<file path="src/rtl/assert_macros.svh">
// ----------------------------------------------------------------------------
// Assertion macros
// Shared concurrent assertion helpers clocked on clk_i, disabled in reset.
// ----------------------------------------------------------------------------
`ifndef ASSERT_MACROS_SVH
`define ASSERT_MACROS_SVH

// Checks a property at every rising edge of clk_i outside reset.
`define ASSERT_CLK(lbl, prop, msg) \
  lbl: assert property (@(posedge clk_i) disable iff (!rst_ni) (prop)) else $error(msg);

// Checks that a condition implies a consequence in the same cycle.
`define ASSERT_IMPLY(lbl, ante, cons, msg) \
  lbl: assert property (@(posedge clk_i) disable iff (!rst_ni) (ante) |-> (cons)) \
    else $error(msg);

`endif

</file>
<file path="src/rtl/rhic_pkg.sv">
// ----------------------------------------------------------------------------
// rhic_pkg
// Codes, defaults and the sequencer state type of the Hilbert index converter.
// ----------------------------------------------------------------------------
package rhic_pkg;

  localparam int COORD_BITS_DEFAULT = 16;

  localparam logic OP_TO_CELL  = 1'b0;
  localparam logic OP_TO_INDEX = 1'b1;

  localparam logic [1:0] STATUS_OK      = 2'd0;
  localparam logic [1:0] STATUS_RANGE   = 2'd1;
  localparam logic [1:0] STATUS_OUTSIDE = 2'd2;

  localparam logic CFG_GRID_WIDTH  = 1'b0;
  localparam logic CFG_GRID_HEIGHT = 1'b1;

  localparam int GRID_RESET = 256;

  typedef enum logic [2:0] {
    ST_IDLE,
    ST_AREA,
    ST_RANGE,
    ST_LEVEL,
    ST_MUL,
    ST_CMP,
    ST_LEAF
  } state_e;

endpackage

</file>
<file path="src/rtl/rect_hilbert_index_converter.sv">
// ----------------------------------------------------------------------------
// rect_hilbert_index_converter
// Generalized Hilbert curve on a rectangular grid: index to cell and back.
// ----------------------------------------------------------------------------
// Sequence: ST_AREA forms the grid area, ST_RANGE checks the input and loads a
//   range error. Each split level forms its children in ST_LEVEL and tests them
//   in turn in ST_MUL and ST_CMP on the shared multiplier and accumulator, the
//   last untested; ST_LEAF walks the final strip and loads the result. A stalled
//   output holds ST_RANGE or ST_LEAF. One transaction at a time: a new one is
//   taken once the sequencer is idle again. Reset (rst_ni low, asynchronous)
//   returns to idle, empties the output register, sets both grid sizes to 256.
module rect_hilbert_index_converter #(
  parameter int COORD_BITS = rhic_pkg::COORD_BITS_DEFAULT
) (
  input  logic        clk_i,
  input  logic        rst_ni,
  // Configuration write port
  input  logic        cfg_we_i,
  input  logic        cfg_index_i,
  input  logic [15:0] cfg_wdata_i,
  // Input channel
  input  logic        in_valid_i,
  output logic        in_stall_o,
  input  logic        opcode_i,
  input  logic [31:0] curve_index_i,
  input  logic [15:0] cell_x_i,
  input  logic [15:0] cell_y_i,
  // Output channel
  output logic        out_valid_o,
  input  logic        out_stall_i,
  output logic [15:0] out_x_o,
  output logic [15:0] out_y_o,
  output logic [31:0] out_index_o,
  output logic [1:0]  status_o
);

  `include "assert_macros.svh"

  // Bits kept of a written size, and the width of the stored sizes. The stored
  // width never drops below what the reset size of 256 needs.
  localparam int VB     = (COORD_BITS < 16) ? COORD_BITS : 16;
  localparam int GRID_W = (VB < 9) ? 9 : VB;
  // Signed coordinate width: room for a negative axis vector of full length.
  localparam int XW     = GRID_W + 2;
  localparam int AW     = 2 * GRID_W;
  localparam logic [15:0] CFG_MASK = 16'((32'd1 << VB) - 32'd1);

  // One rectangle of the descent: a start corner plus a major axis a and a
  // minor axis b. Exactly one component of each axis is nonzero.
  typedef struct packed {
    logic signed [XW-1:0] sx;
    logic signed [XW-1:0] sy;
    logic signed [XW-1:0] ax;
    logic signed [XW-1:0] ay;
    logic signed [XW-1:0] bx;
    logic signed [XW-1:0] by;
  } rect_t;

  function automatic logic [GRID_W-1:0] f_abs(input logic signed [XW-1:0] v);
    logic signed [XW-1:0] t;
    t = v[XW-1] ? -v : v;
    return t[GRID_W-1:0];
  endfunction

  function automatic logic signed [XW-1:0] f_sgn(input logic signed [XW-1:0] v);
    if (v[XW-1]) begin
      return '1;
    end else if (v != '0) begin
      return XW'(1);
    end else begin
      return '0;
    end
  endfunction

  // True when the cell lies in the exact box of cells that the rectangle covers.
  function automatic logic f_inbox(input rect_t c, input logic signed [XW-1:0] px,
                                   input logic signed [XW-1:0] py);
    logic signed [XW-1:0] ex;
    logic signed [XW-1:0] ey;
    logic signed [XW-1:0] x0;
    logic signed [XW-1:0] x1;
    logic signed [XW-1:0] y0;
    logic signed [XW-1:0] y1;
    ex = c.sx + (c.ax - f_sgn(c.ax)) + (c.bx - f_sgn(c.bx));
    ey = c.sy + (c.ay - f_sgn(c.ay)) + (c.by - f_sgn(c.by));
    x0 = (c.sx < ex) ? c.sx : ex;
    x1 = (c.sx < ex) ? ex : c.sx;
    y0 = (c.sy < ey) ? c.sy : ey;
    y1 = (c.sy < ey) ? ey : c.sy;
    return (px >= x0) && (px <= x1) && (py >= y0) && (py <= y1);
  endfunction

  // --------------------------------------------------------------------------
  // Registers
  // --------------------------------------------------------------------------
  rhic_pkg::state_e state_q, state_d;

  logic [GRID_W-1:0] grid_w_q, grid_h_q;
  logic              op_q, op_d;
  logic              cell_err_q, cell_err_d;
  logic [GRID_W-1:0] px_q, px_d, py_q, py_d;
  // Accumulator: the remaining index when mapping to a cell, the index built
  // so far when mapping to an index.
  logic [31:0]       acc_q, acc_d;
  rect_t             r_q, r_d;
  rect_t             ch0_q, ch0_d, ch1_q, ch1_d, ch2_q, ch2_d;
  // Children still to test before the last one, which is taken without a test.
  logic [1:0]        cnt_q, cnt_d;
  logic [AW-1:0]     prod_q, prod_d;
  logic              inbox_q, inbox_d;

  logic              out_valid_q, out_valid_d;
  logic [15:0]       out_x_q, out_x_d, out_y_q, out_y_d;
  logic [31:0]       out_index_q, out_index_d;
  logic [1:0]        status_q, status_d;

  // --------------------------------------------------------------------------
  // Handshake
  // --------------------------------------------------------------------------
  logic in_accept;
  logic out_free;

  assign in_stall_o = (state_q != rhic_pkg::ST_IDLE);
  assign in_accept  = in_valid_i && !in_stall_o;
  // The output register can take a new result when empty or being drained.
  assign out_free   = !out_valid_q || !out_stall_i;

  // --------------------------------------------------------------------------
  // Split of the current rectangle into two or three children
  // --------------------------------------------------------------------------
  logic signed [XW-1:0] dax, day, dbx, dby, a2x, a2y, b2x, b2y;
  logic [GRID_W-1:0]    rw, rh, w2, h2;
  logic [GRID_W+1:0]    w_x2, h_x3;
  logic                 horiz;
  logic                 leaf;
  rect_t                c0, c1, c2;

  always_comb begin
    dax = f_sgn(r_q.ax);
    day = f_sgn(r_q.ay);
    dbx = f_sgn(r_q.bx);
    dby = f_sgn(r_q.by);
    rw  = f_abs(r_q.ax + r_q.ay);
    rh  = f_abs(r_q.bx + r_q.by);
    // Arithmetic shift gives the floor half for both signs.
    a2x = r_q.ax >>> 1;
    a2y = r_q.ay >>> 1;
    b2x = r_q.bx >>> 1;
    b2y = r_q.by >>> 1;
    w2  = f_abs(a2x + a2y);
    h2  = f_abs(b2x + b2y);
    w_x2  = {1'b0, rw, 1'b0};
    h_x3  = {2'b00, rh} + {1'b0, rh, 1'b0};
    horiz = (w_x2 > h_x3);
    leaf  = (rw == GRID_W'(1)) || (rh == GRID_W'(1));

    if (horiz) begin
      // Two halves along the major axis, the first kept even where possible.
      if (w2[0] && (rw > GRID_W'(2))) begin
        a2x = a2x + dax;
        a2y = a2y + day;
      end
      c0 = '{sx: r_q.sx, sy: r_q.sy, ax: a2x, ay: a2y, bx: r_q.bx, by: r_q.by};
      c1 = '{sx: r_q.sx + a2x, sy: r_q.sy + a2y, ax: r_q.ax - a2x, ay: r_q.ay - a2y,
             bx: r_q.bx, by: r_q.by};
      c2 = c1;
    end else begin
      // Up the minor half, across the long side, then back down.
      if (h2[0] && (rh > GRID_W'(2))) begin
        b2x = b2x + dbx;
        b2y = b2y + dby;
      end
      c0 = '{sx: r_q.sx, sy: r_q.sy, ax: b2x, ay: b2y, bx: a2x, by: a2y};
      c1 = '{sx: r_q.sx + b2x, sy: r_q.sy + b2y, ax: r_q.ax, ay: r_q.ay,
             bx: r_q.bx - b2x, by: r_q.by - b2y};
      c2 = '{sx: r_q.sx + (r_q.ax - dax) + (b2x - dbx),
             sy: r_q.sy + (r_q.ay - day) + (b2y - dby),
             ax: -b2x, ay: -b2y, bx: -(r_q.ax - a2x), by: -(r_q.ay - a2y)};
    end
  end

  // --------------------------------------------------------------------------
  // Shared multiplier and box test. The whole grid is the source in ST_AREA,
  // for the range check; during the descent it is the child under test.
  // --------------------------------------------------------------------------
  rect_t                mul_src;
  logic [GRID_W-1:0]    mul_w, mul_h;
  logic signed [XW-1:0] px_s, py_s;

  assign px_s = {2'b00, px_q};
  assign py_s = {2'b00, py_q};

  always_comb begin
    mul_src = (state_q == rhic_pkg::ST_AREA) ? r_q : ch0_q;
    mul_w   = f_abs(mul_src.ax + mul_src.ay);
    mul_h   = f_abs(mul_src.bx + mul_src.by);
  end

  // --------------------------------------------------------------------------
  // Shared accumulator adder: subtracts the area for index-to-cell, adds it
  // for cell-to-index. The carry out of the subtraction means acc >= area.
  // --------------------------------------------------------------------------
  logic [31:0] prod32;
  logic [31:0] addend;
  logic [32:0] sum33;
  logic        acc_ge;
  logic        hit;

  always_comb begin
    prod32 = 32'(prod_q);
    addend = (op_q == rhic_pkg::OP_TO_INDEX) ? prod32 : ~prod32;
    sum33  = {1'b0, acc_q} + {1'b0, addend} +
             {32'd0, (op_q == rhic_pkg::OP_TO_CELL)};
    acc_ge = sum33[32];
    hit    = (op_q == rhic_pkg::OP_TO_CELL) ? !acc_ge : inbox_q;
  end

  // --------------------------------------------------------------------------
  // Strip walk at the end of the descent
  // --------------------------------------------------------------------------
  logic signed [XW-1:0] d_s, dir_x, dir_y, step_x, step_y, fx, fy;
  logic [GRID_W:0]      walk_len;
  logic [15:0]          fx16, fy16;
  logic [31:0]          idx_fin;
  logic                 range_err;

  always_comb begin
    d_s   = {2'b00, acc_q[GRID_W-1:0]};
    // A strip one cell high runs along a, otherwise along b.
    dir_x = (rh == GRID_W'(1)) ? dax : dbx;
    dir_y = (rh == GRID_W'(1)) ? day : dby;
    step_x = dir_x[XW-1] ? -d_s : ((dir_x != '0) ? d_s : '0);
    step_y = dir_y[XW-1] ? -d_s : ((dir_y != '0) ? d_s : '0);
    fx = r_q.sx + step_x;
    fy = r_q.sy + step_y;
    fx16 = '0;
    fy16 = '0;
    fx16[GRID_W-1:0] = fx[GRID_W-1:0];
    fy16[GRID_W-1:0] = fy[GRID_W-1:0];
    walk_len = {1'b0, f_abs(px_s - r_q.sx)} + {1'b0, f_abs(py_s - r_q.sy)};
    idx_fin = acc_q + 32'(walk_len);
    range_err = (op_q == rhic_pkg::OP_TO_CELL) ? acc_ge : cell_err_q;
  end

  // Cell test against the grid, made on the raw input fields at acceptance.
  logic [15:0] grid_w16, grid_h16;

  always_comb begin
    grid_w16 = '0;
    grid_h16 = '0;
    grid_w16[GRID_W-1:0] = grid_w_q;
    grid_h16[GRID_W-1:0] = grid_h_q;
  end

  // --------------------------------------------------------------------------
  // Sequencer: next state
  // --------------------------------------------------------------------------
  always_comb begin
    state_d = state_q;
    unique case (state_q)
      rhic_pkg::ST_IDLE: begin
        if (in_accept) begin
          state_d = rhic_pkg::ST_AREA;
        end
      end
      rhic_pkg::ST_AREA: begin
        state_d = rhic_pkg::ST_RANGE;
      end
      rhic_pkg::ST_RANGE: begin
        if (!range_err) begin
          state_d = rhic_pkg::ST_LEVEL;
        end else if (out_free) begin
          state_d = rhic_pkg::ST_IDLE;
        end
      end
      rhic_pkg::ST_LEVEL: begin
        state_d = leaf ? rhic_pkg::ST_LEAF : rhic_pkg::ST_MUL;
      end
      rhic_pkg::ST_MUL: begin
        state_d = rhic_pkg::ST_CMP;
      end
      rhic_pkg::ST_CMP: begin
        if (hit || (cnt_q == 2'd1)) begin
          state_d = rhic_pkg::ST_LEVEL;
        end else begin
          state_d = rhic_pkg::ST_MUL;
        end
      end
      rhic_pkg::ST_LEAF: begin
        if (out_free) begin
          state_d = rhic_pkg::ST_IDLE;
        end
      end
      default: state_d = rhic_pkg::ST_IDLE;
    endcase
  end

  // --------------------------------------------------------------------------
  // Sequencer: datapath and output register updates
  // --------------------------------------------------------------------------
  always_comb begin
    op_d        = op_q;
    cell_err_d  = cell_err_q;
    px_d        = px_q;
    py_d        = py_q;
    acc_d       = acc_q;
    r_d         = r_q;
    ch0_d       = ch0_q;
    ch1_d       = ch1_q;
    ch2_d       = ch2_q;
    cnt_d       = cnt_q;
    prod_d      = prod_q;
    inbox_d     = inbox_q;
    out_x_d     = out_x_q;
    out_y_d     = out_y_q;
    out_index_d = out_index_q;
    status_d    = status_q;
    out_valid_d = out_valid_q && out_stall_i;

    unique case (state_q)
      rhic_pkg::ST_IDLE: begin
        if (in_accept) begin
          op_d       = opcode_i;
          cell_err_d = (cell_x_i >= grid_w16) || (cell_y_i >= grid_h16);
          px_d       = cell_x_i[GRID_W-1:0];
          py_d       = cell_y_i[GRID_W-1:0];
          acc_d      = (opcode_i == rhic_pkg::OP_TO_CELL) ? curve_index_i : '0;
          r_d        = '{sx: '0, sy: '0, ax: {2'b00, grid_w_q}, ay: '0,
                         bx: '0, by: {2'b00, grid_h_q}};
        end
      end
      rhic_pkg::ST_AREA: begin
        prod_d = {{GRID_W{1'b0}}, mul_w} * {{GRID_W{1'b0}}, mul_h};
      end
      rhic_pkg::ST_RANGE: begin
        if (range_err && out_free) begin
          out_valid_d = 1'b1;
          out_x_d     = '0;
          out_y_d     = '0;
          out_index_d = '0;
          status_d    = (op_q == rhic_pkg::OP_TO_CELL) ? rhic_pkg::STATUS_RANGE
                                                       : rhic_pkg::STATUS_OUTSIDE;
        end
      end
      rhic_pkg::ST_LEVEL: begin
        if (!leaf) begin
          ch0_d = c0;
          ch1_d = c1;
          ch2_d = c2;
          cnt_d = horiz ? 2'd1 : 2'd2;
        end
      end
      rhic_pkg::ST_MUL: begin
        prod_d  = {{GRID_W{1'b0}}, mul_w} * {{GRID_W{1'b0}}, mul_h};
        inbox_d = f_inbox(ch0_q, px_s, py_s);
      end
      rhic_pkg::ST_CMP: begin
        if (hit) begin
          r_d = ch0_q;
        end else begin
          acc_d = sum33[31:0];
          cnt_d = cnt_q - 2'd1;
          if (cnt_q == 2'd1) begin
            r_d = ch1_q;
          end else begin
            ch0_d = ch1_q;
            ch1_d = ch2_q;
          end
        end
      end
      rhic_pkg::ST_LEAF: begin
        if (out_free) begin
          out_valid_d = 1'b1;
          status_d    = rhic_pkg::STATUS_OK;
          if (op_q == rhic_pkg::OP_TO_CELL) begin
            out_x_d     = fx16;
            out_y_d     = fy16;
            out_index_d = '0;
          end else begin
            out_x_d     = '0;
            out_y_d     = '0;
            out_index_d = idx_fin;
          end
        end
      end
      default: begin
      end
    endcase
  end

  // --------------------------------------------------------------------------
  // Control registers
  // --------------------------------------------------------------------------
  always_ff @(posedge clk_i or negedge rst_ni) begin
    if (!rst_ni) begin
      state_q     <= rhic_pkg::ST_IDLE;
      out_valid_q <= 1'b0;
      cnt_q       <= '0;
      grid_w_q    <= GRID_W'(rhic_pkg::GRID_RESET);
      grid_h_q    <= GRID_W'(rhic_pkg::GRID_RESET);
    end else begin
      state_q     <= state_d;
      out_valid_q <= out_valid_d;
      cnt_q       <= cnt_d;
      if (cfg_we_i) begin
        unique case (cfg_index_i)
          rhic_pkg::CFG_GRID_WIDTH:  grid_w_q <= GRID_W'(cfg_wdata_i & CFG_MASK);
          rhic_pkg::CFG_GRID_HEIGHT: grid_h_q <= GRID_W'(cfg_wdata_i & CFG_MASK);
          default: begin
          end
        endcase
      end
    end
  end

  // Payload registers
  always_ff @(posedge clk_i) begin
    op_q        <= op_d;
    cell_err_q  <= cell_err_d;
    px_q        <= px_d;
    py_q        <= py_d;
    acc_q       <= acc_d;
    r_q         <= r_d;
    ch0_q       <= ch0_d;
    ch1_q       <= ch1_d;
    ch2_q       <= ch2_d;
    prod_q      <= prod_d;
    inbox_q     <= inbox_d;
    out_x_q     <= out_x_d;
    out_y_q     <= out_y_d;
    out_index_q <= out_index_d;
    status_q    <= status_d;
  end

  assign out_valid_o = out_valid_q;
  assign out_x_o     = out_x_q;
  assign out_y_o     = out_y_q;
  assign out_index_o = out_index_q;
  assign status_o    = status_q;

  // --------------------------------------------------------------------------
  // Assertions
  // --------------------------------------------------------------------------
  `ASSERT_CLK(a_accept_starts, (in_valid_i && !in_stall_o) |=> (state_q == rhic_pkg::ST_AREA), "accepted transaction did not start the sequencer")
  `ASSERT_IMPLY(a_child_pending, (state_q == rhic_pkg::ST_MUL) || (state_q == rhic_pkg::ST_CMP), cnt_q != 2'd0, "child test with no child left to test")
  `ASSERT_IMPLY(a_leaf_is_strip, state_q == rhic_pkg::ST_LEAF, (rw == GRID_W'(1)) || (rh == GRID_W'(1)), "strip walk on a rectangle wider than one cell")
  `ASSERT_IMPLY(a_error_zero, out_valid_q && (status_q != rhic_pkg::STATUS_OK), (out_x_q == '0) && (out_y_q == '0) && (out_index_q == '0), "error result carries nonzero payload")

endmodule
</file>
<file path="config.mk">
export PLATFORM = sky130hd
export DESIGN_NAME = rect_hilbert_index_converter
export DESIGN_NICKNAME = d
export VERILOG_FILES = /design/src/rtl/rhic_pkg.sv /design/src/rtl/rect_hilbert_index_converter.sv
export VERILOG_INCLUDE_DIRS = /design/src /design/src/rtl
export SDC_FILE = /design/constraint.sdc
export NUM_CORES = 2
export LEC_CHECK = 0
export ABC_AREA = 0
export BUFFER_PORTS_ARGS = -buffer_cell sky130_fd_sc_hd__buf_2
export CORE_ASPECT_RATIO = 1.4
export CORE_MARGIN = 2
export CORE_UTILIZATION = 60
export DETAILED_ROUTE_END_ITERATION = 8
export PLACE_DENSITY = 0.74
export SYNTH_ARGS = -nofsm -noshare
export SYNTH_HDL_FRONTEND = slang
export SYNTH_SLANG_ARGS = --single-unit
</file>
<file path="constraint.sdc">
create_clock -name clk_i -period 33.5 [get_ports clk_i]
set_clock_uncertainty 0.2 [all_clocks]
set_input_delay 8.375 -clock clk_i [delete_from_list [all_inputs] [get_ports clk_i]]
set_output_delay 8.375 -clock clk_i [all_outputs]
set_load 0.02 [all_outputs]
</file>
==> impl_metrics.json <==
{
  "worstSetupStartpointType": "flop",
  "layout-drive-gt1-share_pct": 7.94,
  "grt_pass1_wl_um": 372000,
  "timing.slew.headroom_pct": 7.70,
  "yosysWarnings": 0,
  "area_growth_pct": 7.67,
  "grt_pass1_vias": 60600,
  "worstPathArrival_ns": 12.90,
  "endpoint_kind": "flop",
  "ys.flop_type": "edfxtp_1",
  "hp-class": "reg -> reg",
  "crit_fanout": 76,
  "clk_pin_slew_worst_paths_ns": 0.07,
  "wl_per_cell_um": 25.9,
  "post-cts-setup-buffer-count": 0,
  "tightest_slew_ns": 1.37,
  "core.rowCount": 149,
  "fmax_ghz": 0.0788,
  "dieArea_um2": 122000,
  "setup_viol": 0,
  "drc": 0,
  "drtAntennaViolNets": 0,
  "vias": 62000,
  "nets": 9362,
  "clkSinkCount": 635,
  "status": "complete, no violations",
  "numCtsBuffers": 70,
  "drt_iter0_markers": 6835,
  "hold_buffers": 0,
  "vias_per_cell": 6.40,
  "netlist_area_um2": 71500,
  "cpMostUsedCell": "fa_1",
  "fillers": 9904,
  "antenna_found_initial": 19,
  "detail_route.wirelength_um": 251000,
  "ys_seq_area_share_pct": 26.4,
  "track_usage_pct": 41.1,
  "hold_viol_final": 0,
  "port_buffers": 154,
  "clockBufferDepth": 3,
  "final.period_utilization_pct": 37.9,
  "min_period_ns": 12.69,
  "syn_area_per_cell_um2": 9.04,
  "chipHeight_um": 412,
  "place_hpwl_um": 196000,
  "syn_inst": 7909,
  "synth_edf_count": 597,
  "grt_max_degree": 152,
  "crit_slowest_cell": "buf_4",
  "start_util_pct": 60.6,
  "async_flop_share_pct": 5.98,
  "cap_violations": 0,
  "yosys_register_bits": 635,
  "slew_viol_final": 0,
  "post_cts_resized": 0,
  "clk_latency_ns": 0.71,
  "rsz0062_at_grt": "false",
  "overflow": 0,
  "synth_nets": 9228,
  "die_x_um": 296,
  "place_congestion": 1.03,
  "crit_type": "reg -> reg",
  "ys_types": 100,
  "core_um2": 118000,
  "cts_root_buffer": "clkbuf_16",
  "critPathMaxStageDelay_ns": 0.80,
  "required_ns": 33.72,
  "setup_tns_ns": 0,
  "firstDrtPassIters": 8,
  "cts_tree": "done",
  "htreeDepth": 3,
  "io_pins": 155
}
==> layer usage <==
layer	part of all wire [%]	routed length, µm	GRT usage (%)	vias up
li1	-	-	-	28000
met1	36	89700	49.2	29700
met2	44	110000	63.1	3400
met3	11	26800	9.65	952
met4	9.8	24600	33.4	16
met5	0.041	103	0	-
==> flip-flops by register name, indices dropped and copies added (netlist names), 3 cells and up <==
register     cells
out_x_o         16
ch1_q          108
py_q            16
px_q            16
prod32          32
grid_h16        16
acc_q           32
grid_w16        16
ch0_q          108
out_index_o     32
ch2_q          108
r_q            108
out_y_o         16
state_q          3
==> per-stage QoR <==
stage               util [%]  hold WS [ns]  cells  setup slack (ns)  cell area (µm²)
global route            65.2         0.336   9684             19.91            77000
global placement        63.2         0.293   9556             21.32            74600
CTS                     65.2         0.298   9684             21.05            77000
detailed placement      63.2         0.294   9556             21.10            74600
floorplan                  -         0.284   7909             18.06            71500
finish                  65.2         0.291   9692             20.81            77000
==> cell type report <==
cell class	count	area, µm²	area share (%)
Timing Repair Buffer	305	1920	2.49
Clock inverter	46	480	0.624
Multi-Input combinational cell	6220	48800	63.4
Clock buffer	82	1890	2.46
Inverter	811	3040	3.95
Tap cell	1585	1980	2.58
Sequential cell	635	18900	24.5
Antenna cell	8	20.0	0.0260
==> synthesized netlist by cell type (all sizes together), types with 133 or more instances <==
master | count | share of area [%]
clkbuf | 196 | 1.0
nor2 | 655 | 3.4
xnor2 | 423 | 5.2
fa | 439 | 12
xor2 | 177 | 2.2
a21oi | 546 | 4.0
inv | 810 | 4.3
nor3 | 133 | 0.95
o21ai | 420 | 2.9
a21o | 185 | 1.9
edfxtp | 597 | 25
a31oi | 176 | 1.5
ha | 793 | 14
nand2 | 865 | 4.5
==> placed cells by master, fill, tap and decap left out, types with 25 or more instances in the layout <==
master	synthesis	routed
o211ai_1	45	45
nor3_1	132	132
nand3_1	127	127
buf_4	5	150
clkbuf_16	0	74
mux2i_1	99	98
a21boi_0	28	28
nor4_1	37	37
a31oi_1	175	174
a21oi_2	25	25
o21ai_0	410	409
nor2b_1	86	85
xor2_1	177	176
edfxtp_1	597	597
fa_1	439	439
a21o_1	185	183
o31ai_1	38	38
mux2_2	86	86
nand2b_1	73	73
nor2_1	655	653
nand3b_1	37	37
or2_2	31	31
o21a_1	73	73
a211oi_1	38	38
inv_1	808	808
or3_1	53	53
nand2_1	865	863
xnor2_1	423	423
and2_1	76	73
ha_1	793	793
dfrtp_1	36	36
o21bai_1	84	84
a21oi_1	521	519
and3_1	42	42
buf_2	25	154
nand4_1	38	38
o41ai_1	25	25
==> kinds of logic (layout without fill, tap and decap cells) <==
group | count (synthesis) | count (layout) | share of synthesized area, %
AND/OR/NAND/NOR | 2341 | 2341 | 15.1
buffers and inverters | 1054 | 1244 | 5.61
other | 0 | 8 | 0
multiplexers | 186 | 186 | 2.76
AO/OA/AOI/OAI | 1861 | 1861 | 16.6
flip-flops | 635 | 635 | 26.4
XOR/XNOR | 600 | 600 | 7.35
adder cells (fa/ha/maj) | 1232 | 1232 | 26.2
==> path summary, 6_finish.rpt <==
kind                                        startpoint                       to  slack [ns]  cells past startpoint
worst max register to register  state_q[0]$_DFFE_PN0P_     prod32[23]$_DFFE_PP_       20.81                     39
worst min-delay path               ch2_q[58]$_DFFE_PP_      ch1_q[58]$_DFFE_PP_        0.29                      2
max in group asynchronous                       rst_ni  grid_h16[4]$_DFFE_PN0P_       24.77                      1
min in group asynchronous                       rst_ni  grid_w16[4]$_DFFE_PN0P_        7.65                      1
worst max-delay path            state_q[0]$_DFFE_PN0P_     prod32[23]$_DFFE_PP_       20.81                     39
worst min register to register     ch2_q[58]$_DFFE_PP_      ch1_q[58]$_DFFE_PP_        0.29                      2
==> critical path, delay by kind of cell (launching register included) <==
| family | cells | cell delay [ns] |
|---|---|---|
| xor+xnor | 2 | 0.82 |
| compound gates | 16 | 4.10 |
| simple gates | 7 | 1.85 |
| buf+inv | 6 | 1.08 |
| fa+ha+maj | 8 | 3.63 |
| flops | 1 | 0.63 |
Power is not shown: default switching activity piles up to over one toggle a cycle in this logic, so the estimate is an artifact.
